[src/sv/sva_pkg.sv]
// Shared types, constants and helper functions of the voice assigner.
package sva_pkg;

  localparam int VOICES    = 6;
  localparam int KEYS      = 128;
  localparam int VIDX_W    = 3;
  localparam int KEY_W     = 7;
  localparam int KC_W      = KEY_W + 1;
  localparam int NOTE_W    = 8;
  localparam int TIME_W    = 32;
  localparam int VEL_W     = 16;
  localparam int FLAG_W    = 4;
  localparam int PAT_BYTES = 6;
  localparam int PAT_SLOTS = (VOICES < PAT_BYTES) ? VOICES : PAT_BYTES;
  localparam int PAT_W     = 3;
  localparam int ADDR_W    = 5;
  localparam int DATA_W    = 64;

  localparam logic [NOTE_W-1:0] NO_NOTE   = 8'hFF;
  localparam logic [NOTE_W-1:0] OFF_END   = 8'hFF;
  localparam logic [TIME_W-1:0] TIME_NONE = '1;

  localparam int FL_ALLOC    = 0;
  localparam int FL_GATED    = 1;
  localparam int FL_PRESSED  = 2;
  localparam int FL_FROMKEYS = 3;

  typedef enum logic [2:0] {
    OP_NOTE   = 3'd0,
    OP_DONE   = 3'd1,
    OP_ALLOFF = 3'd2,
    OP_HOLD   = 3'd3,
    OP_PANIC  = 3'd4
  } op_e;

  typedef enum logic [1:0] {
    PRIO_LAST = 2'd0,
    PRIO_LOW  = 2'd1,
    PRIO_HIGH = 2'd2
  } prio_e;

  typedef enum logic [1:0] {
    REG_PRIO = 2'd0,
    REG_MASK = 2'd1,
    REG_MONO = 2'd2,
    REG_PAT  = 2'd3
  } reg_e;

  typedef enum logic [1:0] {
    VS_FREE   = 2'd0,
    VS_STEAL1 = 2'd1,
    VS_STEAL2 = 2'd2
  } vscan_e;

  typedef enum logic {
    KS_MONO = 1'b0,
    KS_OFF  = 1'b1
  } kscan_e;

  typedef enum logic [1:0] {
    SW_OFF     = 2'd0,
    SW_ALLOFF  = 2'd1,
    SW_RELEASE = 2'd2
  } sweep_e;

  typedef enum logic [3:0] {
    S_IDLE,
    S_DISPATCH,
    S_GON,
    S_VSCAN,
    S_VPICK,
    S_KSCAN,
    S_KDONE,
    S_NOFF,
    S_PATTERN,
    S_SWEEP
  } state_e;

  typedef struct packed {
    logic [2:0]  opcode;
    logic [6:0]  key_number;
    logic        key_down;
    logic [15:0] strike_velocity;
    logic        from_keys;
    logic [2:0]  voice_index;
    logic        hold_on;
    logic [31:0] tick;
  } in_word_t;

  typedef struct packed {
    logic [7:0]  out_note;
    logic        out_gate;
    logic [2:0]  out_voice;
    logic [15:0] out_velocity;
    logic        out_legato;
    logic        out_last;
  } out_word_t;

  typedef struct packed {
    logic [1:0]  priority_mode;
    logic [5:0]  voice_enable_mask;
    logic        mono_mode;
    logic [47:0] pattern_offsets;
  } cfg_t;

  typedef struct packed {
    logic              latch;
    logic              key_write;
    logic              voice_done;
    logic              alloff_clear;
    logic              hold_set;
    logic              panic;
    logic              gon_init;
    logic              restore;
    logic              set_v0;
    logic              pick_v;
    logic              vs_init;
    logic              vs_step;
    vscan_e            vs_mode;
    logic [VIDX_W-1:0] v_idx;
    logic              ks_init;
    logic              ks_issue;
    kscan_e            ks_mode;
    logic [KEY_W-1:0]  ks_addr;
    logic              sw_step;
    sweep_e            sw_kind;
    logic              pat_emit;
    logic [PAT_W-1:0]  pat_idx;
  } cmd_t;

  typedef struct packed {
    logic [2:0]        op;
    logic              key_down;
    logic              hold_on;
    logic              any_en;
    logic              out_free;
    logic              root_hit;
    logic              pick_ok;
    logic              ks_found;
    logic              ks_abort;
    logic [VOICES-1:0] sw_qual;
    logic              sw_emit;
    logic [PAT_W-1:0]  pat_len;
  } sts_t;

  // Priority code three behaves as last-note priority.
  function automatic prio_e prio_norm(input logic [1:0] code);
    prio_e p;
    unique case (code)
      2'd1:    p = PRIO_LOW;
      2'd2:    p = PRIO_HIGH;
      default: p = PRIO_LAST;
    endcase
    return p;
  endfunction

  function automatic logic [PAT_W-1:0] pat_len(input logic [47:0] pat);
    logic [PAT_W-1:0] n;
    logic             stop;
    n    = '0;
    stop = 1'b0;
    for (int i = 0; i < PAT_SLOTS; i++) begin
      if (!stop) begin
        if (pat[8*i +: 8] == OFF_END) stop = 1'b1;
        else n = n + 1'b1;
      end
    end
    return n;
  endfunction

  // Next enabled voice after v, wrapping around.
  function automatic logic [VIDX_W-1:0] next_voice(input logic [VIDX_W-1:0] v,
                                                   input logic [VOICES-1:0] en);
    logic [VIDX_W-1:0] r;
    logic [VIDX_W-1:0] c;
    logic              hit;
    r   = v;
    c   = v;
    hit = 1'b0;
    for (int s = 0; s < VOICES; s++) begin
      c = (c == VIDX_W'(VOICES - 1)) ? '0 : c + 1'b1;
      if (!hit && en[c]) begin
        r   = c;
        hit = 1'b1;
      end
    end
    return r;
  endfunction

endpackage

[src/sv/sva_regs.sv]
// APB configuration registers of the voice assigner.
module sva_regs (
  input  logic                       clk_i,
  input  logic                       rst_ni,
  input  logic                       psel,
  input  logic                       penable,
  input  logic                       pwrite,
  input  logic [sva_pkg::ADDR_W-1:0] paddr,
  input  logic [sva_pkg::DATA_W-1:0] pwdata,
  output logic [sva_pkg::DATA_W-1:0] prdata,
  output logic                       pready,
  output sva_pkg::cfg_t              cfg_o
);

  sva_pkg::cfg_t cfg_q;
  sva_pkg::reg_e sel;
  logic          wr;

  assign sel    = sva_pkg::reg_e'(paddr[sva_pkg::ADDR_W-1:3]);
  assign wr     = psel && penable && pwrite;
  assign pready = 1'b1;
  assign cfg_o  = cfg_q;

  always_ff @(posedge clk_i or negedge rst_ni) begin
    if (!rst_ni) begin
      cfg_q.priority_mode     <= 2'd0;
      cfg_q.voice_enable_mask <= 6'h3F;
      cfg_q.mono_mode         <= 1'b0;
      cfg_q.pattern_offsets   <= 48'hFFFF_FFFF_FF00;
    end else if (wr) begin
      unique case (sel)
        sva_pkg::REG_PRIO: cfg_q.priority_mode     <= pwdata[1:0];
        sva_pkg::REG_MASK: cfg_q.voice_enable_mask <= pwdata[5:0];
        sva_pkg::REG_MONO: cfg_q.mono_mode         <= pwdata[0];
        sva_pkg::REG_PAT:  cfg_q.pattern_offsets   <= pwdata[47:0];
        default: ;
      endcase
    end
  end

  always_comb begin
    prdata = '0;
    unique case (sel)
      sva_pkg::REG_PRIO: prdata[1:0]  = cfg_q.priority_mode;
      sva_pkg::REG_MASK: prdata[5:0]  = cfg_q.voice_enable_mask;
      sva_pkg::REG_MONO: prdata[0]    = cfg_q.mono_mode;
      sva_pkg::REG_PAT:  prdata[47:0] = cfg_q.pattern_offsets;
      default: ;
    endcase
  end

endmodule

[config.mk]
export PLATFORM = sky130hd
export DESIGN_NAME = sva_regs
export DESIGN_NICKNAME = d
export VERILOG_FILES = /design/src/sv/sva_pkg.sv /design/src/sv/sva_regs.sv
export SDC_FILE = /design/constraint.sdc
export NUM_CORES = 1
export LEC_CHECK = 0
export ABC_AREA = 1
export BUFFER_PORTS_ARGS = -buffer_cell sky130_fd_sc_hd__buf_2
export CAP_MARGIN = 5
export CORE_ASPECT_RATIO = 2
export CORE_UTILIZATION = 38
export CTS_CLUSTER_DIAMETER = 150
export DETAILED_ROUTE_END_ITERATION = 6
export GPL_TIMING_DRIVEN = 0
export PLACE_DENSITY = 0.78
export SETUP_SLACK_MARGIN = 0.3
export SLEW_MARGIN = 30
export SYNTH_ARGS = -nofsm -noshare
export SYNTH_HDL_FRONTEND = slang
export SYNTH_SLANG_ARGS = --single-unit
export TNS_END_PERCENT = 20
[constraint.sdc]
create_clock -name clk_i -period 0.8 [get_ports clk_i]
set_clock_uncertainty 0.15 [all_clocks]
set_input_delay 0.04 -clock clk_i [delete_from_list [all_inputs] [get_ports clk_i]]
set_output_delay 0.04 -clock clk_i [all_outputs]
set_load 0.01 [all_outputs]
## Word-level counts from Yosys, hierarchy flattened

Index checks and enable logic that the tools add are counted.

- $lt $le $gt $ge: 0
- Divide/modulo/power cells: 0
- $mul: 0
- Eq/ne operators: 3
- Shift-type cells: 0
- Reduce and logical (&&, ||, !) cells: 7
- $add $sub $neg: 0
- Bitwise gates (word level): 0
- Muxes and demuxes: 4

Operators by type and width:

| operator | count |
|---|---|
| 2-to-1 mux 42 bit | 1 |
| case mux 4 bit (2 select lines) | 1 |
| AND reduction 2 bit | 4 |
| == test 2 bit (second input constant) | 2 |
| case mux 1 bit (4 select lines) | 1 |
| case mux 1 bit (3 select lines) | 1 |
| == test 2 x 1 -> 1 bit (second input constant) | 1 |
| logical AND 1 bit | 2 |
| zero test 2 bit | 1 |

- ROM bits: 0
- RAM bits: 0
- Logic and storage cells: 18
- Register bits: 57
- Input port bits: 74
- Memories: 0
- Output and inout bits: 122
- Bits in latches: 0

## Longest topological paths before layout

- Depth after elaboration: 3
- Depth in mapped cells: 8
- Depth with buffers taken out: 6

## Worst setup path after synthesis

No wires, ideal clock.

- Kind: in2reg
- From: in paddr[3] in the netlist's numbering
- To: reg cfg_q (netlist bit cfg_o[19])
- Slack: -0.218 ns
- Buffers on the path: 3
- Data arrival time: 0.792 ns
- Library setup time: 0.076 ns
- Cell stages on the path: 8
- Data required time: 0.574 ns
- Path through: buf_2 nand2_4 inv_2 nand2_2 buf_6 buf_6 nand2_1 nand2_1

- Cells in the longest elaborated chain, start to end: 2

Ends and longest elaborated chain:

| what | RTL line | text |
|---|---|---|
| start: declaration | sva_regs.sv:8 | `input logic [sva_pkg::ADDR_W-1:0] paddr,` |
| == test 2 bit | sva_regs.sv:31 | `unique case (sel)` |
| AND reduction 2 bit (no line) | - |  |
| end: declaration | sva_regs.sv:15 | `sva_pkg::cfg_t cfg_q;` |

Every way passes these cells.
A chain may end at the register's enable or synchronous reset.

## Worst setup path after layout

- From: reg cfg_q (netlist bit cfg_o[49])
- To: out prdata[0] in the netlist's numbering

- Cells in the longest elaborated chain, start to end: 1

Ends and longest elaborated chain:

| what | RTL line | text |
|---|---|---|
| case mux 1 bit (4 select lines) | sva_regs.sv:43 | `unique case (sel)` |
| end: declaration | sva_regs.sv:10 | `output logic [sva_pkg::DATA_W-1:0] prdata,` |

Every way passes these cells.

==> impl_metrics.xml <==
<?xml version="1.0" encoding="UTF-8"?>
<metrics>
  <group name="clocking">
    <metric name="cell_chosen_for_the_clock_root" unit="">sky130_fd_sc_hd__clkbuf_16</metric>
    <metric name="worstSkewPairLatency" unit="ps">320</metric>
    <metric name="cts_num_sinks" unit="">57</metric>
    <metric name="ctsLongestPathBuffers" unit="">2</metric>
    <metric name="cts_htree_levels" unit="">3</metric>
    <metric name="clkSlewWorstSetupHoldPaths" unit="ps">50</metric>
    <metric name="cts_made_buffers" unit="">9</metric>
    <metric name="cts_tree" unit="">done</metric>
  </group>
  <group name="global_route">
    <metric name="grt_antenna_before_repair" unit="">0</metric>
    <metric name="maximum_number_of_pins_on_one_net_before_global_route_repair" unit="">58</metric>
    <metric name="grt_pass1_wl" unit="µm">13190</metric>
    <metric name="global_route.usage.total" unit="%">21.55</metric>
    <metric name="grt-ovfl-total" unit="">0</metric>
    <metric name="vias_in_the_first_global_route" unit="">2891</metric>
  </group>
  <group name="sta">
    <metric name="layout_min_cycle_time" unit="ps">1329</metric>
    <metric name="final-max-slew-violation-count" unit="">0</metric>
    <metric name="max-slew-margin-rel" unit="%">66.34</metric>
    <metric name="max_frequency" unit="MHz">752.7</metric>
    <metric name="setup_repair_after_global_routing_missed_its_margin" unit="">yes</metric>
    <metric name="final.hold.worst_slack" unit="ps">-472.3</metric>
    <metric name="timing_worst_slew_pin_value" unit="ps">505.0</metric>
    <metric name="final_count_of_hold_timing_violations" unit="">114</metric>
    <metric name="fin_crit_sh" unit="%">166.1</metric>
    <metric name="finalSetupViolations" unit="">152</metric>
    <metric name="setup_ws" unit="ps">-528.6</metric>
  </group>
  <group name="critical_path">
    <metric name="r2r_start" unit="">cfg_o[54]</metric>
    <metric name="timing.reg2reg.worst_path_depth" unit="">4</metric>
    <metric name="worstPathArrival" unit="ps">1140</metric>
    <metric name="maximum_fanout_along_the_worst_path" unit="">3</metric>
    <metric name="worst_setup_path_end_kind" unit="">primary output</metric>
    <metric name="setup.worst_path.start_class" unit="">register</metric>
    <metric name="timing.reg2reg.setup_slack" unit="ps">-270</metric>
    <metric name="critPathKind" unit="">register to primary output</metric>
    <metric name="critPathRequiredTime" unit="ps">610</metric>
    <metric name="worstReg2RegEnd" unit="">cfg_o[54]</metric>
  </group>
  <group name="floorplan">
    <metric name="die-height" unit="µm">124.6</metric>
    <metric name="die_width" unit="µm">63.31</metric>
    <metric name="core" unit="mm²">0.007267</metric>
    <metric name="floorplan.initialDensity" unit="%">39.31</metric>
    <metric name="num_io_pins" unit="">196</metric>
    <metric name="die_outline_area" unit="mm²">0.007888</metric>
    <metric name="rows" unit="">44</metric>
  </group>
  <group name="logic_synthesis">
    <metric name="synth.lib_cells_used.distinct" unit="">16</metric>
    <metric name="synth.ff_latch_count" unit="">57</metric>
    <metric name="synth_simple_gate_area_share" unit="%">33.51</metric>
    <metric name="synth.mux.area_fraction" unit="%">0</metric>
    <metric name="yosys.area_share.adder" unit="%">0</metric>
    <metric name="post_synth_inst_count" unit="">387</metric>
    <metric name="netlist_area" unit="mm²">0.002856</metric>
    <metric name="synth-xor-area-share" unit="%">0</metric>
    <metric name="dominant_combinational_cell_family_by_area_after_synthesis" unit="">simple AND/OR/NAND/NOR gates</metric>
    <metric name="synthesis.area_per_instance" unit="µm²">7.381</metric>
    <metric name="synth-seq-area-share" unit="%">51.95</metric>
    <metric name="synth_compound_area_share" unit="%">0</metric>
    <metric name="yosys_warnings" unit="">0</metric>
  </group>
  <group name="finish">
    <metric name="layout.cells.most_common" unit="">sky130_fd_sc_hd__nand2_1</metric>
    <metric name="num_antenna_cells" unit="">0</metric>
    <metric name="layout.cells.most_common_list" unit="">188 x sky130_fd_sc_hd__nand2_1, 136 x sky130_fd_sc_hd__buf_2, 46 x sky130_fd_sc_hd__dfstp_2</metric>
    <metric name="synthToLayoutAreaGrowth" unit="%">62.99</metric>
    <metric name="final_layout_size_suffix_gt1_share" unit="%">59.70</metric>
    <metric name="fin_cells" unit="">685</metric>
    <metric name="finish.instance_area" unit="mm²">0.004656</metric>
    <metric name="largest_register_ff_count" unit="">57</metric>
    <metric name="fin_nets" unit="">662</metric>
  </group>
  <group name="routing">
    <metric name="detail_route.wirelength" unit="µm">8484</metric>
    <metric name="detail_route.first_pass.iterations" unit="">4</metric>
    <metric name="detail_route.drc_violations" unit="">0</metric>
    <metric name="dr_total_vias" unit="">3006</metric>
    <metric name="vias_per_cell" unit="">4.388</metric>
    <metric name="wire_per_inst" unit="µm">12.39</metric>
    <metric name="drt-initial-drc-count" unit="">110</metric>
    <metric name="postRouteAntennaNets" unit="">0</metric>
  </group>
  <group name="flow_run">
    <metric name="maxCapViolations" unit="">0</metric>
  </group>
  <group name="placed_design">
    <metric name="port_buffers" unit="">158</metric>
    <metric name="detailedPlacementHpwl" unit="µm">6171</metric>
    <metric name="globalplace.congestion" unit="">0.8360</metric>
    <metric name="dpl-instance-area" unit="mm²">0.004010</metric>
    <metric name="placed_cells_incl_taps" unit="">652</metric>
  </group>
  <group name="pwr">
    <metric name="static-leakage-power" unit="nW">2.632</metric>
    <metric name="cellPowerDensity" unit="mW/mm²">2521</metric>
    <metric name="finalPower" unit="mW">11.74</metric>
    <metric name="worst_vdd_rail_ir_drop" unit="V">0.001658</metric>
  </group>
  <group name="run_status">
    <metric name="failed_checks" unit="">negative hold slack, negative setup slack</metric>
    <metric name="status" unit="">complete, but fails checks</metric>
  </group>
  <group name="min_path">
    <metric name="worst_hold_path_type" unit="">input port to asynchronous set/reset pin</metric>
  </group>
</metrics>
==> critical path, stage by stage, from the launching register on <==
cell and delay, ps:
sky130_fd_sc_hd__dfstp_2 550, sky130_fd_sc_hd__nand3_2 60, sky130_fd_sc_hd__nand4_1 70, sky130_fd_sc_hd__buf_2 130
==> Yosys cell counts, drive strengths merged <==
cell type,instances,area (µm²)
nand2,194,738.2
nor2,48,182.7
inv,47,176.4
dfstp,46,1209
buf,28,216.5
dfrtp,11,275.3
nand3,6,30.03
clkbuf,4,15.01
conb,2,7.510
nand4,1,6.260
==> metrics by stage <==
step	hold WS, ps	setup TNS (ps)	worst slack, ps	util, %
2_1_floorplan	-405.6	-7913	-105.3	-
3_3_place_gp	90.69	-46810	-462.5	55.15
3_5_place_dp	-20.68	-31860	-389.2	55.18
4_1_cts	-368.2	-48990	-535.7	62.22
5_1_grt	-444.6	-53820	-577.0	64.07
6_report	-472.3	-48300	-528.6	64.07
==> layout make-up <==
cell class                      count  area [µm²]
Buffer                             32       266.5
Clock buffer                       11       252.7
Tap cell                           92       115.1
Clock inverter                      5       77.57
Fill cell                         604        2611
Timing Repair Buffer              175        1091
Inverter                           47       181.4
Sequential cell                    57        1484
Multi-Input combinational cell    266        1187
==> worst max-delay path by stage <==
stage,startpoint,to,depth (start not counted)
after floorplan,cfg_o[49],prdata[0],2
after global placement,rst_ni,cfg_o[7],1
after detailed placement,pwrite,cfg_o[28],7
after CTS,cfg_o[49],prdata[0],3
after global routing,cfg_o[49],prdata[0],3
final,cfg_o[49],prdata[0],3
==> report_power, final <==
group	internal, mW	switching [mW]
logic	1.56	1.64
registers	3.85	0.566
clock network	2.88	1.25
total	8.29	3.45
==> logic make-up (layout without fill, tap and decap cells) <==
family,count (synthesis),in the layout
buffers and inverters,79,270
other,2,17
and+or+nand+nor,249,249
DFF,57,57
==> repair_timing <==
action	CTS	global route
gates cloned	0	0
endpoints found under the setup margin	162	168
hold endpoints to repair	68	114
setup buffers	11	6
pin swaps	14	14
resized for setup	44	24
==> layer usage <==
layer | vias to the layer above | track usage [%] | part of all wire (%)
met4 | 0 | 11.90 | 2.9
met2 | 150 | 41.43 | 58
met5 | - | 0 | 0
li1 | 1492 | - | -
met1 | 1343 | 19.96 | 34
met3 | 21 | 4.670 | 5.4
No activity file was read; power rests on OpenSTA's default activity.
