===== src/sv/sva_pkg.sv =====
// Shared types, constants and helper functions of the voice assigner.
package sva_pkg;

  localparam int VOICES    = 6;
  localparam int KEYS      = 128;
  localparam int VIDX_W    = 3;
  localparam int KEY_W     = 7;
  localparam int KC_W      = KEY_W + 1;
  localparam int NOTE_W    = 8;
  localparam int TIME_W    = 32;
  localparam int VEL_W     = 16;
  localparam int FLAG_W    = 4;
  localparam int PAT_BYTES = 6;
  localparam int PAT_SLOTS = (VOICES < PAT_BYTES) ? VOICES : PAT_BYTES;
  localparam int PAT_W     = 3;
  localparam int ADDR_W    = 5;
  localparam int DATA_W    = 64;

  localparam logic [NOTE_W-1:0] NO_NOTE   = 8'hFF;
  localparam logic [NOTE_W-1:0] OFF_END   = 8'hFF;
  localparam logic [TIME_W-1:0] TIME_NONE = '1;

  localparam int FL_ALLOC    = 0;
  localparam int FL_GATED    = 1;
  localparam int FL_PRESSED  = 2;
  localparam int FL_FROMKEYS = 3;

  typedef enum logic [2:0] {
    OP_NOTE   = 3'd0,
    OP_DONE   = 3'd1,
    OP_ALLOFF = 3'd2,
    OP_HOLD   = 3'd3,
    OP_PANIC  = 3'd4
  } op_e;

  typedef enum logic [1:0] {
    PRIO_LAST = 2'd0,
    PRIO_LOW  = 2'd1,
    PRIO_HIGH = 2'd2
  } prio_e;

  typedef enum logic [1:0] {
    REG_PRIO = 2'd0,
    REG_MASK = 2'd1,
    REG_MONO = 2'd2,
    REG_PAT  = 2'd3
  } reg_e;

  typedef enum logic [1:0] {
    VS_FREE   = 2'd0,
    VS_STEAL1 = 2'd1,
    VS_STEAL2 = 2'd2
  } vscan_e;

  typedef enum logic {
    KS_MONO = 1'b0,
    KS_OFF  = 1'b1
  } kscan_e;

  typedef enum logic [1:0] {
    SW_OFF     = 2'd0,
    SW_ALLOFF  = 2'd1,
    SW_RELEASE = 2'd2
  } sweep_e;

  typedef enum logic [3:0] {
    S_IDLE,
    S_DISPATCH,
    S_GON,
    S_VSCAN,
    S_VPICK,
    S_KSCAN,
    S_KDONE,
    S_NOFF,
    S_PATTERN,
    S_SWEEP
  } state_e;

  typedef struct packed {
    logic [2:0]  opcode;
    logic [6:0]  key_number;
    logic        key_down;
    logic [15:0] strike_velocity;
    logic        from_keys;
    logic [2:0]  voice_index;
    logic        hold_on;
    logic [31:0] tick;
  } in_word_t;

  typedef struct packed {
    logic [7:0]  out_note;
    logic        out_gate;
    logic [2:0]  out_voice;
    logic [15:0] out_velocity;
    logic        out_legato;
    logic        out_last;
  } out_word_t;

  typedef struct packed {
    logic [1:0]  priority_mode;
    logic [5:0]  voice_enable_mask;
    logic        mono_mode;
    logic [47:0] pattern_offsets;
  } cfg_t;

  typedef struct packed {
    logic              latch;
    logic              key_write;
    logic              voice_done;
    logic              alloff_clear;
    logic              hold_set;
    logic              panic;
    logic              gon_init;
    logic              restore;
    logic              set_v0;
    logic              pick_v;
    logic              vs_init;
    logic              vs_step;
    vscan_e            vs_mode;
    logic [VIDX_W-1:0] v_idx;
    logic              ks_init;
    logic              ks_issue;
    kscan_e            ks_mode;
    logic [KEY_W-1:0]  ks_addr;
    logic              sw_step;
    sweep_e            sw_kind;
    logic              pat_emit;
    logic [PAT_W-1:0]  pat_idx;
  } cmd_t;

  typedef struct packed {
    logic [2:0]        op;
    logic              key_down;
    logic              hold_on;
    logic              any_en;
    logic              out_free;
    logic              root_hit;
    logic              pick_ok;
    logic              ks_found;
    logic              ks_abort;
    logic [VOICES-1:0] sw_qual;
    logic              sw_emit;
    logic [PAT_W-1:0]  pat_len;
  } sts_t;

  // Priority code three behaves as last-note priority.
  function automatic prio_e prio_norm(input logic [1:0] code);
    prio_e p;
    unique case (code)
      2'd1:    p = PRIO_LOW;
      2'd2:    p = PRIO_HIGH;
      default: p = PRIO_LAST;
    endcase
    return p;
  endfunction

  function automatic logic [PAT_W-1:0] pat_len(input logic [47:0] pat);
    logic [PAT_W-1:0] n;
    logic             stop;
    n    = '0;
    stop = 1'b0;
    for (int i = 0; i < PAT_SLOTS; i++) begin
      if (!stop) begin
        if (pat[8*i +: 8] == OFF_END) stop = 1'b1;
        else n = n + 1'b1;
      end
    end
    return n;
  endfunction

  // Next enabled voice after v, wrapping around.
  function automatic logic [VIDX_W-1:0] next_voice(input logic [VIDX_W-1:0] v,
                                                   input logic [VOICES-1:0] en);
    logic [VIDX_W-1:0] r;
    logic [VIDX_W-1:0] c;
    logic              hit;
    r   = v;
    c   = v;
    hit = 1'b0;
    for (int s = 0; s < VOICES; s++) begin
      c = (c == VIDX_W'(VOICES - 1)) ? '0 : c + 1'b1;
      if (!hit && en[c]) begin
        r   = c;
        hit = 1'b1;
      end
    end
    return r;
  endfunction

endpackage


===== src/sv/sva_ctrl.sv =====
// Controller state machine: sequences searches, scans and result words.
module sva_ctrl (
  input  logic           clk_i,
  input  logic           rst_ni,
  input  sva_pkg::cfg_t  cfg_i,
  input  logic           in_valid_i,
  output logic           in_ready_o,
  input  sva_pkg::sts_t  sts_i,
  output sva_pkg::cmd_t  cmd_o
);

  sva_pkg::state_e             state_q, state_d;
  logic [sva_pkg::VIDX_W-1:0]  vc_q, vc_d;
  logic [sva_pkg::KC_W-1:0]    kc_q, kc_d;
  logic [sva_pkg::PAT_W-1:0]   pi_q, pi_d;
  sva_pkg::vscan_e             vmode_q, vmode_d;
  sva_pkg::kscan_e             kmode_q, kmode_d;
  sva_pkg::sweep_e             swk_q, swk_d;
  logic                        prio_last;
  logic                        vlast;
  logic                        sw_wait;

  assign prio_last = sva_pkg::prio_norm(cfg_i.priority_mode) == sva_pkg::PRIO_LAST;
  assign vlast     = vc_q == sva_pkg::VIDX_W'(sva_pkg::VOICES - 1);
  assign sw_wait   = sts_i.sw_qual[vc_q] && sts_i.sw_emit && !sts_i.out_free;

  always_ff @(posedge clk_i or negedge rst_ni) begin
    if (!rst_ni) begin
      state_q <= sva_pkg::S_IDLE;
      vc_q    <= '0;
      kc_q    <= '0;
      pi_q    <= '0;
      vmode_q <= sva_pkg::VS_FREE;
      kmode_q <= sva_pkg::KS_MONO;
      swk_q   <= sva_pkg::SW_OFF;
    end else begin
      state_q <= state_d;
      vc_q    <= vc_d;
      kc_q    <= kc_d;
      pi_q    <= pi_d;
      vmode_q <= vmode_d;
      kmode_q <= kmode_d;
      swk_q   <= swk_d;
    end
  end

  // Next state and counters.
  always_comb begin
    state_d = state_q;
    vc_d    = vc_q;
    kc_d    = kc_q;
    pi_d    = pi_q;
    vmode_d = vmode_q;
    kmode_d = kmode_q;
    swk_d   = swk_q;
    unique case (state_q)
      sva_pkg::S_IDLE: begin
        if (in_valid_i) state_d = sva_pkg::S_DISPATCH;
      end
      sva_pkg::S_DISPATCH: begin
        vc_d = '0;
        unique case (sts_i.op)
          sva_pkg::OP_NOTE: state_d = sts_i.key_down ? sva_pkg::S_GON : sva_pkg::S_NOFF;
          sva_pkg::OP_ALLOFF: begin
            swk_d   = sva_pkg::SW_ALLOFF;
            state_d = sva_pkg::S_SWEEP;
          end
          sva_pkg::OP_HOLD: begin
            swk_d   = sva_pkg::SW_RELEASE;
            state_d = sts_i.hold_on ? sva_pkg::S_IDLE : sva_pkg::S_SWEEP;
          end
          default: state_d = sva_pkg::S_IDLE;
        endcase
      end
      sva_pkg::S_GON: begin
        kc_d = '0;
        vc_d = '0;
        pi_d = '0;
        priority if (!sts_i.any_en) begin
          state_d = sva_pkg::S_IDLE;
        end else if (cfg_i.mono_mode) begin
          kmode_d = sva_pkg::KS_MONO;
          state_d = prio_last ? sva_pkg::S_PATTERN : sva_pkg::S_KSCAN;
        end else begin
          vmode_d = sva_pkg::VS_FREE;
          state_d = sva_pkg::S_VSCAN;
        end
      end
      sva_pkg::S_VSCAN: begin
        if (vlast) state_d = sva_pkg::S_VPICK;
        else vc_d = vc_q + 1'b1;
      end
      sva_pkg::S_VPICK: begin
        vc_d = '0;
        pi_d = '0;
        priority if (sts_i.pick_ok) begin
          state_d = sva_pkg::S_PATTERN;
        end else if (vmode_q == sva_pkg::VS_FREE) begin
          vmode_d = sva_pkg::VS_STEAL1;
          state_d = sva_pkg::S_VSCAN;
        end else if (vmode_q == sva_pkg::VS_STEAL1) begin
          vmode_d = sva_pkg::VS_STEAL2;
          state_d = sva_pkg::S_VSCAN;
        end else begin
          state_d = sva_pkg::S_IDLE;
        end
      end
      sva_pkg::S_NOFF: begin
        kc_d    = '0;
        kmode_d = sva_pkg::KS_OFF;
        state_d = sts_i.root_hit ? sva_pkg::S_KSCAN : sva_pkg::S_IDLE;
      end
      sva_pkg::S_KSCAN: begin
        // The extra step at a count of KEYS lets the last memory read land.
        if (kc_q == sva_pkg::KC_W'(sva_pkg::KEYS)) state_d = sva_pkg::S_KDONE;
        else kc_d = kc_q + 1'b1;
      end
      sva_pkg::S_KDONE: begin
        pi_d = '0;
        vc_d = '0;
        if (kmode_q == sva_pkg::KS_MONO) begin
          state_d = sts_i.ks_abort ? sva_pkg::S_IDLE : sva_pkg::S_PATTERN;
        end else if (sts_i.ks_found) begin
          state_d = sva_pkg::S_GON;
        end else begin
          swk_d   = sva_pkg::SW_OFF;
          state_d = sva_pkg::S_SWEEP;
        end
      end
      sva_pkg::S_PATTERN: begin
        if (pi_q >= sts_i.pat_len) begin
          state_d = sva_pkg::S_IDLE;
        end else if (sts_i.out_free) begin
          if (pi_q == sts_i.pat_len - 1'b1) state_d = sva_pkg::S_IDLE;
          else pi_d = pi_q + 1'b1;
        end
      end
      sva_pkg::S_SWEEP: begin
        if (!sw_wait) begin
          if (vlast) state_d = sva_pkg::S_IDLE;
          else vc_d = vc_q + 1'b1;
        end
      end
      default: state_d = sva_pkg::S_IDLE;
    endcase
  end

  // Commands to the datapath.
  always_comb begin
    cmd_o          = '0;
    cmd_o.vs_mode  = vmode_q;
    cmd_o.ks_mode  = kmode_q;
    cmd_o.sw_kind  = swk_q;
    cmd_o.v_idx    = vc_q;
    cmd_o.ks_addr  = kc_q[sva_pkg::KEY_W-1:0];
    cmd_o.pat_idx  = pi_q;
    in_ready_o     = 1'b0;
    unique case (state_q)
      sva_pkg::S_IDLE: begin
        in_ready_o  = 1'b1;
        cmd_o.latch = in_valid_i;
      end
      sva_pkg::S_DISPATCH: begin
        unique case (sts_i.op)
          sva_pkg::OP_NOTE: begin
            cmd_o.key_write = 1'b1;
            cmd_o.gon_init  = sts_i.key_down;
          end
          sva_pkg::OP_DONE:   cmd_o.voice_done   = 1'b1;
          sva_pkg::OP_ALLOFF: cmd_o.alloff_clear = 1'b1;
          sva_pkg::OP_HOLD:   cmd_o.hold_set     = 1'b1;
          sva_pkg::OP_PANIC:  cmd_o.panic        = 1'b1;
          default: ;
        endcase
      end
      sva_pkg::S_GON: begin
        if (sts_i.any_en) begin
          if (cfg_i.mono_mode) begin
            cmd_o.set_v0  = 1'b1;
            cmd_o.ks_init = 1'b1;
          end else begin
            cmd_o.vs_init = 1'b1;
            cmd_o.vs_mode = sva_pkg::VS_FREE;
          end
        end
      end
      sva_pkg::S_VSCAN: cmd_o.vs_step = 1'b1;
      sva_pkg::S_VPICK: begin
        if (sts_i.pick_ok) begin
          cmd_o.pick_v = 1'b1;
        end else begin
          cmd_o.vs_init = 1'b1;
          cmd_o.vs_mode = (vmode_q == sva_pkg::VS_FREE) ? sva_pkg::VS_STEAL1 :
                                                          sva_pkg::VS_STEAL2;
        end
      end
      sva_pkg::S_NOFF:  cmd_o.ks_init  = 1'b1;
      sva_pkg::S_KSCAN: cmd_o.ks_issue = kc_q < sva_pkg::KC_W'(sva_pkg::KEYS);
      sva_pkg::S_KDONE: begin
        cmd_o.restore = (kmode_q == sva_pkg::KS_OFF) && sts_i.ks_found;
      end
      sva_pkg::S_PATTERN: cmd_o.pat_emit = (pi_q < sts_i.pat_len) && sts_i.out_free;
      sva_pkg::S_SWEEP:   cmd_o.sw_step  = !sw_wait;
      default: ;
    endcase
  end

  a_pat_room: assert property (@(posedge clk_i) disable iff (!rst_ni)
    cmd_o.pat_emit |-> sts_i.out_free)
    else $error("gate-on word issued into a full output register");

  a_sweep_room: assert property (@(posedge clk_i) disable iff (!rst_ni)
    (cmd_o.sw_step && sts_i.sw_qual[vc_q] && sts_i.sw_emit) |-> sts_i.out_free)
    else $error("gate-off word issued into a full output register");

  a_latch_dispatch: assert property (@(posedge clk_i) disable iff (!rst_ni)
    cmd_o.latch |=> state_q == sva_pkg::S_DISPATCH)
    else $error("accepted word not dispatched");

  a_scan_end: assert property (@(posedge clk_i) disable iff (!rst_ni)
    (state_q == sva_pkg::S_KSCAN && kc_q == sva_pkg::KC_W'(sva_pkg::KEYS))
      |=> state_q == sva_pkg::S_KDONE)
    else $error("key scan overran the key range");

endmodule


===== config.mk =====
export PLATFORM = sky130hd
export DESIGN_NAME = sva_ctrl
export DESIGN_NICKNAME = d
export VERILOG_FILES = /design/src/sv/sva_pkg.sv /design/src/sv/sva_ctrl.sv
export SDC_FILE = /design/constraint.sdc
export NUM_CORES = 1
export LEC_CHECK = 0
export BUFFER_PORTS_ARGS = -buffer_cell sky130_fd_sc_hd__buf_4
export CAP_MARGIN = 10
export CORE_MARGIN = 2
export CORE_UTILIZATION = 46
export CTS_BUF_LIST = sky130_fd_sc_hd__clkbuf_16
export DETAILED_ROUTE_END_ITERATION = 8
export MAX_ROUTING_LAYER = met4
export PLACE_DENSITY = 0.94
export SLEW_MARGIN = 20
export SYNTH_ARGS = -nofsm -noshare
export SYNTH_HDL_FRONTEND = slang
export SYNTH_SLANG_ARGS = --single-unit

===== constraint.sdc =====
create_clock -name clk_i -period 4.6 [get_ports clk_i]
set_clock_uncertainty 0.2 [all_clocks]
set_input_delay 0.23 -clock clk_i [delete_from_list [all_inputs] [get_ports clk_i]]
set_output_delay 0.23 -clock clk_i [all_outputs]
set_load 0.01 [all_outputs]

# Word level (Yosys, flattened, before mapping)
# Cells that the tools add are included.
# word_totals
regBits	23
elab_cells	152
inputBits	81
# op_classes
n_eq_ne	37
muxes	74
reduce_logical	26
addsub	4
magnitude_cmp	4
# op_table
cell	count
4-bit 2-to-1 mux	16
4-bit case mux with 10 select lines	1
2-bit inequality test, second input constant	14
1-bit 2-to-1 mux	24
2-bit 2-to-1 mux	11
3-bit 2-to-1 mux	7
2-bit case mux with 2 select lines	5
4-bit by 3-bit == test with 1-bit output, second input constant	4
8-bit case mux with 2 select lines	1
3-bit inequality test, second input constant	4
4-bit case mux with 3 select lines	1
2-bit nonzero test	5
3-bit case mux with 3 select lines	1
8-bit by 1-bit adder with 8-bit output, second input constant	1
4-bit by 2-bit == test with 1-bit output, second input constant	2
4-bit == test, second input constant	2
8-bit == test, second input constant	1
8-bit less-than comparator, second input constant	1
8-bit 2-to-1 mux	1
4-bit AND reduction	2
7-bit AND reduction	1
3-bit by 1-bit adder with 3-bit output, second input constant	2
3-bit by 2-bit == test with 1-bit output, second input constant	2
3-bit == test, second input constant	2
24 further kinds	34

# Longest topological paths before layout
# logic_depth
word_depth	7
ltp_mapped	7

# Worst setup path before layout
# No wires, ideal clock.
# synth_path
path_type	reg-to-reg
from	register kc_q[4] (netlist name)
to	register state_q[0]
path_stages_with_launch	6
setup_time_ns	0.125
synth_period_minus_slack_ns	2.336
arrival_ns	2.011
path_slack_ns	2.264
t_required_ns	4.275
cell_sequence	dfrtp_1 -> or3_4 -> o41ai_4 -> o211ai_2 -> or4_1 -> mux2_2
# synth_between
elab_chain_cells	3
# synth_lines
item	line_no	text
start: declaration	sva_ctrl.sv:14	logic [sva_pkg::KC_W-1:0] kc_q, kc_d;
start signal: assignment	sva_ctrl.sv:39	kc_q <= kc_d;
8-bit == test	sva_ctrl.sv:115	if (kc_q == sva_pkg::KC_W'(sva_pkg::KEYS)) state_d = sva_pkg::S_KDONE;
2-bit inequality test (no line)	--	
7-bit AND reduction (no line)	--	
end signal: assignment	sva_ctrl.sv:29	state_q <= sva_pkg::S_IDLE;
end signal: assignment	sva_ctrl.sv:37	state_q <= state_d;
end: declaration	sva_ctrl.sv:12	sva_pkg::state_e state_q, state_d;
# Every way passes these cells.
# A chain may end at the register's enable or synchronous reset.

# Final worst setup path
# layout_path
from	register kc_q[0] (netlist name)
to	register state_q[0]
# Same word-level chain as after synthesis.

==> summary.md <==
| Metric | Value |
|---|---|
| Top post-synthesis cells by area | dfrtp_1 (31%), ha_1 (6.1%), nor2_1 (4.9%), xor2_1 (4.3%), buf_4 (3.3%) |
| Die area | 4510 sq um |
| Post-Layout Cell Count | 307 |
| Ys async rst share | 100% |
| RSZ-0062 raised after global routing | false |
| Slowest cell on crit path | or4_1 |
| 1st-iter DRT viols | 84 |
| Total CTS buffers | 3 |
| Drt wl/cell | 14.0 um |
| Status | completed |
| Most frequent cells after synthesis | nor2_1 (24), dfrtp_1 (23), inv_1 (13) |
| Synth Net Count | 295 |
| Vias in the first global route | 1567 |
| Register area | 576 sq um |
| Fmax | 0.393 GHz |
| Final antenna-violating net count | 0 |
| Vias | 1758 |
| Die extent in y | 67.2 um |
| Crit path arrival time | 2.49 ns |
| Number of synthesized flops with an enable pin | 0 |
| Min Tclk post-route | 2.54 ns |
| Routability Congestion | 0.820 |
| CP max stage delay | 0.54 ns |
| Cell Chain, Critical Path | inv_1, ha_1, nand2_1, o41ai_4, o211ai_2, or4_1, mux2_2 |
| Clock tree sinks | 23 |
| Main combinational cell family by area after synthesis | simple AND/OR/NAND/NOR gates |
| Final setup violation count | 0 |
| Slew @ Worst Pin | 0.610 ns |
| H-tree depth | 1 |
| CP required | 4.54 ns |
| Placed insts | 302 |
| Max Slew Vio Count | 0 |
| Area share of fa/ha/maj cells after synthesis | 6.13% |
| Multi-input gate area | 1140 sq um |
| DPL Wire Length | 3260 um |
| Critical Path Start Type | register |
| Initial core utilization | 49.0% |
| Crit. End Element | register |
| Met2 wire length | 2260 um |
| Synth cell types | 54 |
| Die X | 67.2 um |
| Post-synth top area cell | dfrtp_1 |
| Port Buffer Count | 61 |
| Mapped Cells | 205 |
| Post-cts resize count | 0 |
| Synth Cell Area | 1840 sq um |
| Hold Fails Final Rpt | 0 |
| Pre-antenna DRT Iters | 4 |
| Pwr dens | 185 nW/um^2 |
| Post-synthesis mux area share | 4.77% |
| Post-Route WL | 4290 um |
| Max-Cap Viols | 0 |
| Share of cells above drive strength 1 | 30.5% |
| Core Area | 3740 sq um |
| Met1 WL | 1750 um |
| Max Used Layer | met4 |
| Avg Inst Size Synth | 8.95 sq um |
| Largest net degree at the start of global routing | 24 |
| Clk root buf | clkbuf_16 |
| Complex-gate fraction of the synthesized area | 15.4% |
| Worst-path fanout max | 8 |
| Xor-xnor portion of the synthesized cell area | 6.54% |
| Max IR drop VDD | 174 uV |
| Post-Synth Simple-Gate Area | 29.0% |
| I/O pin cnt | 116 |
| Number of synthesis warnings | 0 |
| LEAKAGE | 1.17 nW |
| Clock Path Buffers | 2 |
| Via density per instance | 5.73 |
| Sequential area share after synthesis | 31.4% |
| Antenna cells | 0 |
| Final Cycle Share | 55.3% |
| Clk pin slew, worst setup/hold paths | 0.06 ns |
| CTS tree | built |
| Final #Nets | 350 |
| Initial antenna violation count | 0 |
| Worst min-delay path class | in2reg |
| Drt drc | 0 |
| Total negative slack | 0 ns |
| Fill count | 323 |
| Skew-Pair Late Insertion Delay | 0.26 ns |
| Primary FF master, synth | dfrtp_1 |
| Setup Buffers After CTS | 0 |
| Seq cells post-synth | 23 |
| Cell Rows | 22 |
| First-pass GRT wire length | 7010 um |
| Rel. slew slack | 58.8% |
| Synth top area share | 31.4% |
| Most frequent cell after synthesis | nor2_1 |
| Area growth, synth to finish | 29.0% |
| Critical path class | reg2reg |
| DR WL met3 | 243 um |
| GRT overflow | 0 |
| Tot GR Track Use | 20.9% |
[routing by layer]
| metal | vias up | GRT usage [%] |
|---|---|---|
| li1 | 848 | - |
| met1 | 844 | 24.9 |
| met2 | 60 | 36.4 |
| met3 | 6 | 4.00 |
| met4 | 0 | 5.10 |
| met5 | - | - |
[worst max-delay path, delay by kind of cell (launching register included)]
family | cells | cell delay, ns
AND/OR/NAND/NOR | 2 | 0.62
AO/OA/AOI/OAI | 2 | 0.62
flip-flops | 1 | 0.47
multiplexers | 1 | 0.28
adder cells (fa/ha/maj) | 1 | 0.14
buffers and inverters | 1 | 0.09
[registers in the layout, summed over array words and instances, names as in the netlist]
| signal | cells |
|---|---|
| pi_q | 3 |
| vc_q | 3 |
| swk_q | 2 |
| kmode_q | 1 |
| kc_q | 8 |
| vmode_q | 2 |
| state_q | 4 |
[area by class of cell]
class	instances	area share [%]
Tap cell	48	2.54
Inverter	13	2.06
Timing Repair Buffer	62	19.8
Clock buffer	3	3.17
Multi-Input combinational cell	157	48.0
Clock inverter	1	0.211
Sequential cell	23	24.3
[layout by cell type, fill, tap and decap left out, types with 3 or more instances in the layout]
cell       Yosys  final
and4b_1        3      3
mux2_2         4      4
a21o_1         3      3
nand2b_1       5      5
nand3_1        8      8
buf_4          8     61
nor2_1        24     24
nand3b_1       3      3
nor3b_1        3      3
nor2b_1        5      5
inv_1         13     13
dfrtp_1       23     23
nand4_1        4      4
and3_1         7      7
o21ai_0       10     10
a21oi_1        3      3
clkbuf_16      0      3
ha_1           9      9
nand2_1       11     11
xor2_1         9      9
[metrics by stage]
step           utilization, %  worst slack, ns  total power, mW  hold WS (ns)  cell area [sq um]
5_1_grt                  63.3             1.93            0.455         0.132               2370
4_1_cts                  63.3             2.04            0.443         0.114               2370
6_report                 63.3             2.06            0.438         0.116               2370
3_5_place_dp             60.9             2.07            0.248       -0.0493               2280
3_3_place_gp             60.9             2.09            0.247       -0.0551               2280
2_1_floorplan               -             2.26            0.221        -0.266               1840
[where the power goes]
part	switching (mW)	total [mW]	internal (mW)	leakage [nW]
combinational	0.0184	0.0422	0.0238	0.841
sequential	0.000169	0.203	0.203	0.291
clock	0.0758	0.193	0.117	0.0409
total	0.0943	0.438	0.343	1.17
[kinds of logic (layout without fill, tap and decap cells)]
family / Yosys count / after routing
AOI/OAI and AO/OA: 37 / 37
xor gates and xnor gates: 12 / 12
adders and majority gates: 9 / 9
buffers and inverters: 25 / 79
DFF: 23 / 23
muxes: 7 / 7
and+or+nand+nor: 92 / 92
[repair_timing]
| item | CTS | global route |
|---|---|---|
| hold buffers | 1 | 0 |
| setup endpoints to repair | 0 | 0 |
| hold endpoints to repair | 23 | 0 |
[worst paths after layout]
kind | depth (start not counted) | endpoint | slack, ns | startpoint
min in group asynchronous | 2 | kc_q[0] | 0.20 | rst_ni
hold reg to reg | 1 | swk_q[1] | 0.28 | swk_q[1]
setup / recovery | 7 | state_q[0] | 2.06 | kc_q[0]
hold / removal | 3 | vmode_q[1] | 0.12 | sts_i[12]
max in group asynchronous | 2 | pi_q[2] | 3.75 | rst_ni
setup reg to reg | 7 | state_q[0] | 2.06 | kc_q[0]
(Power assumes the default switching activity.)
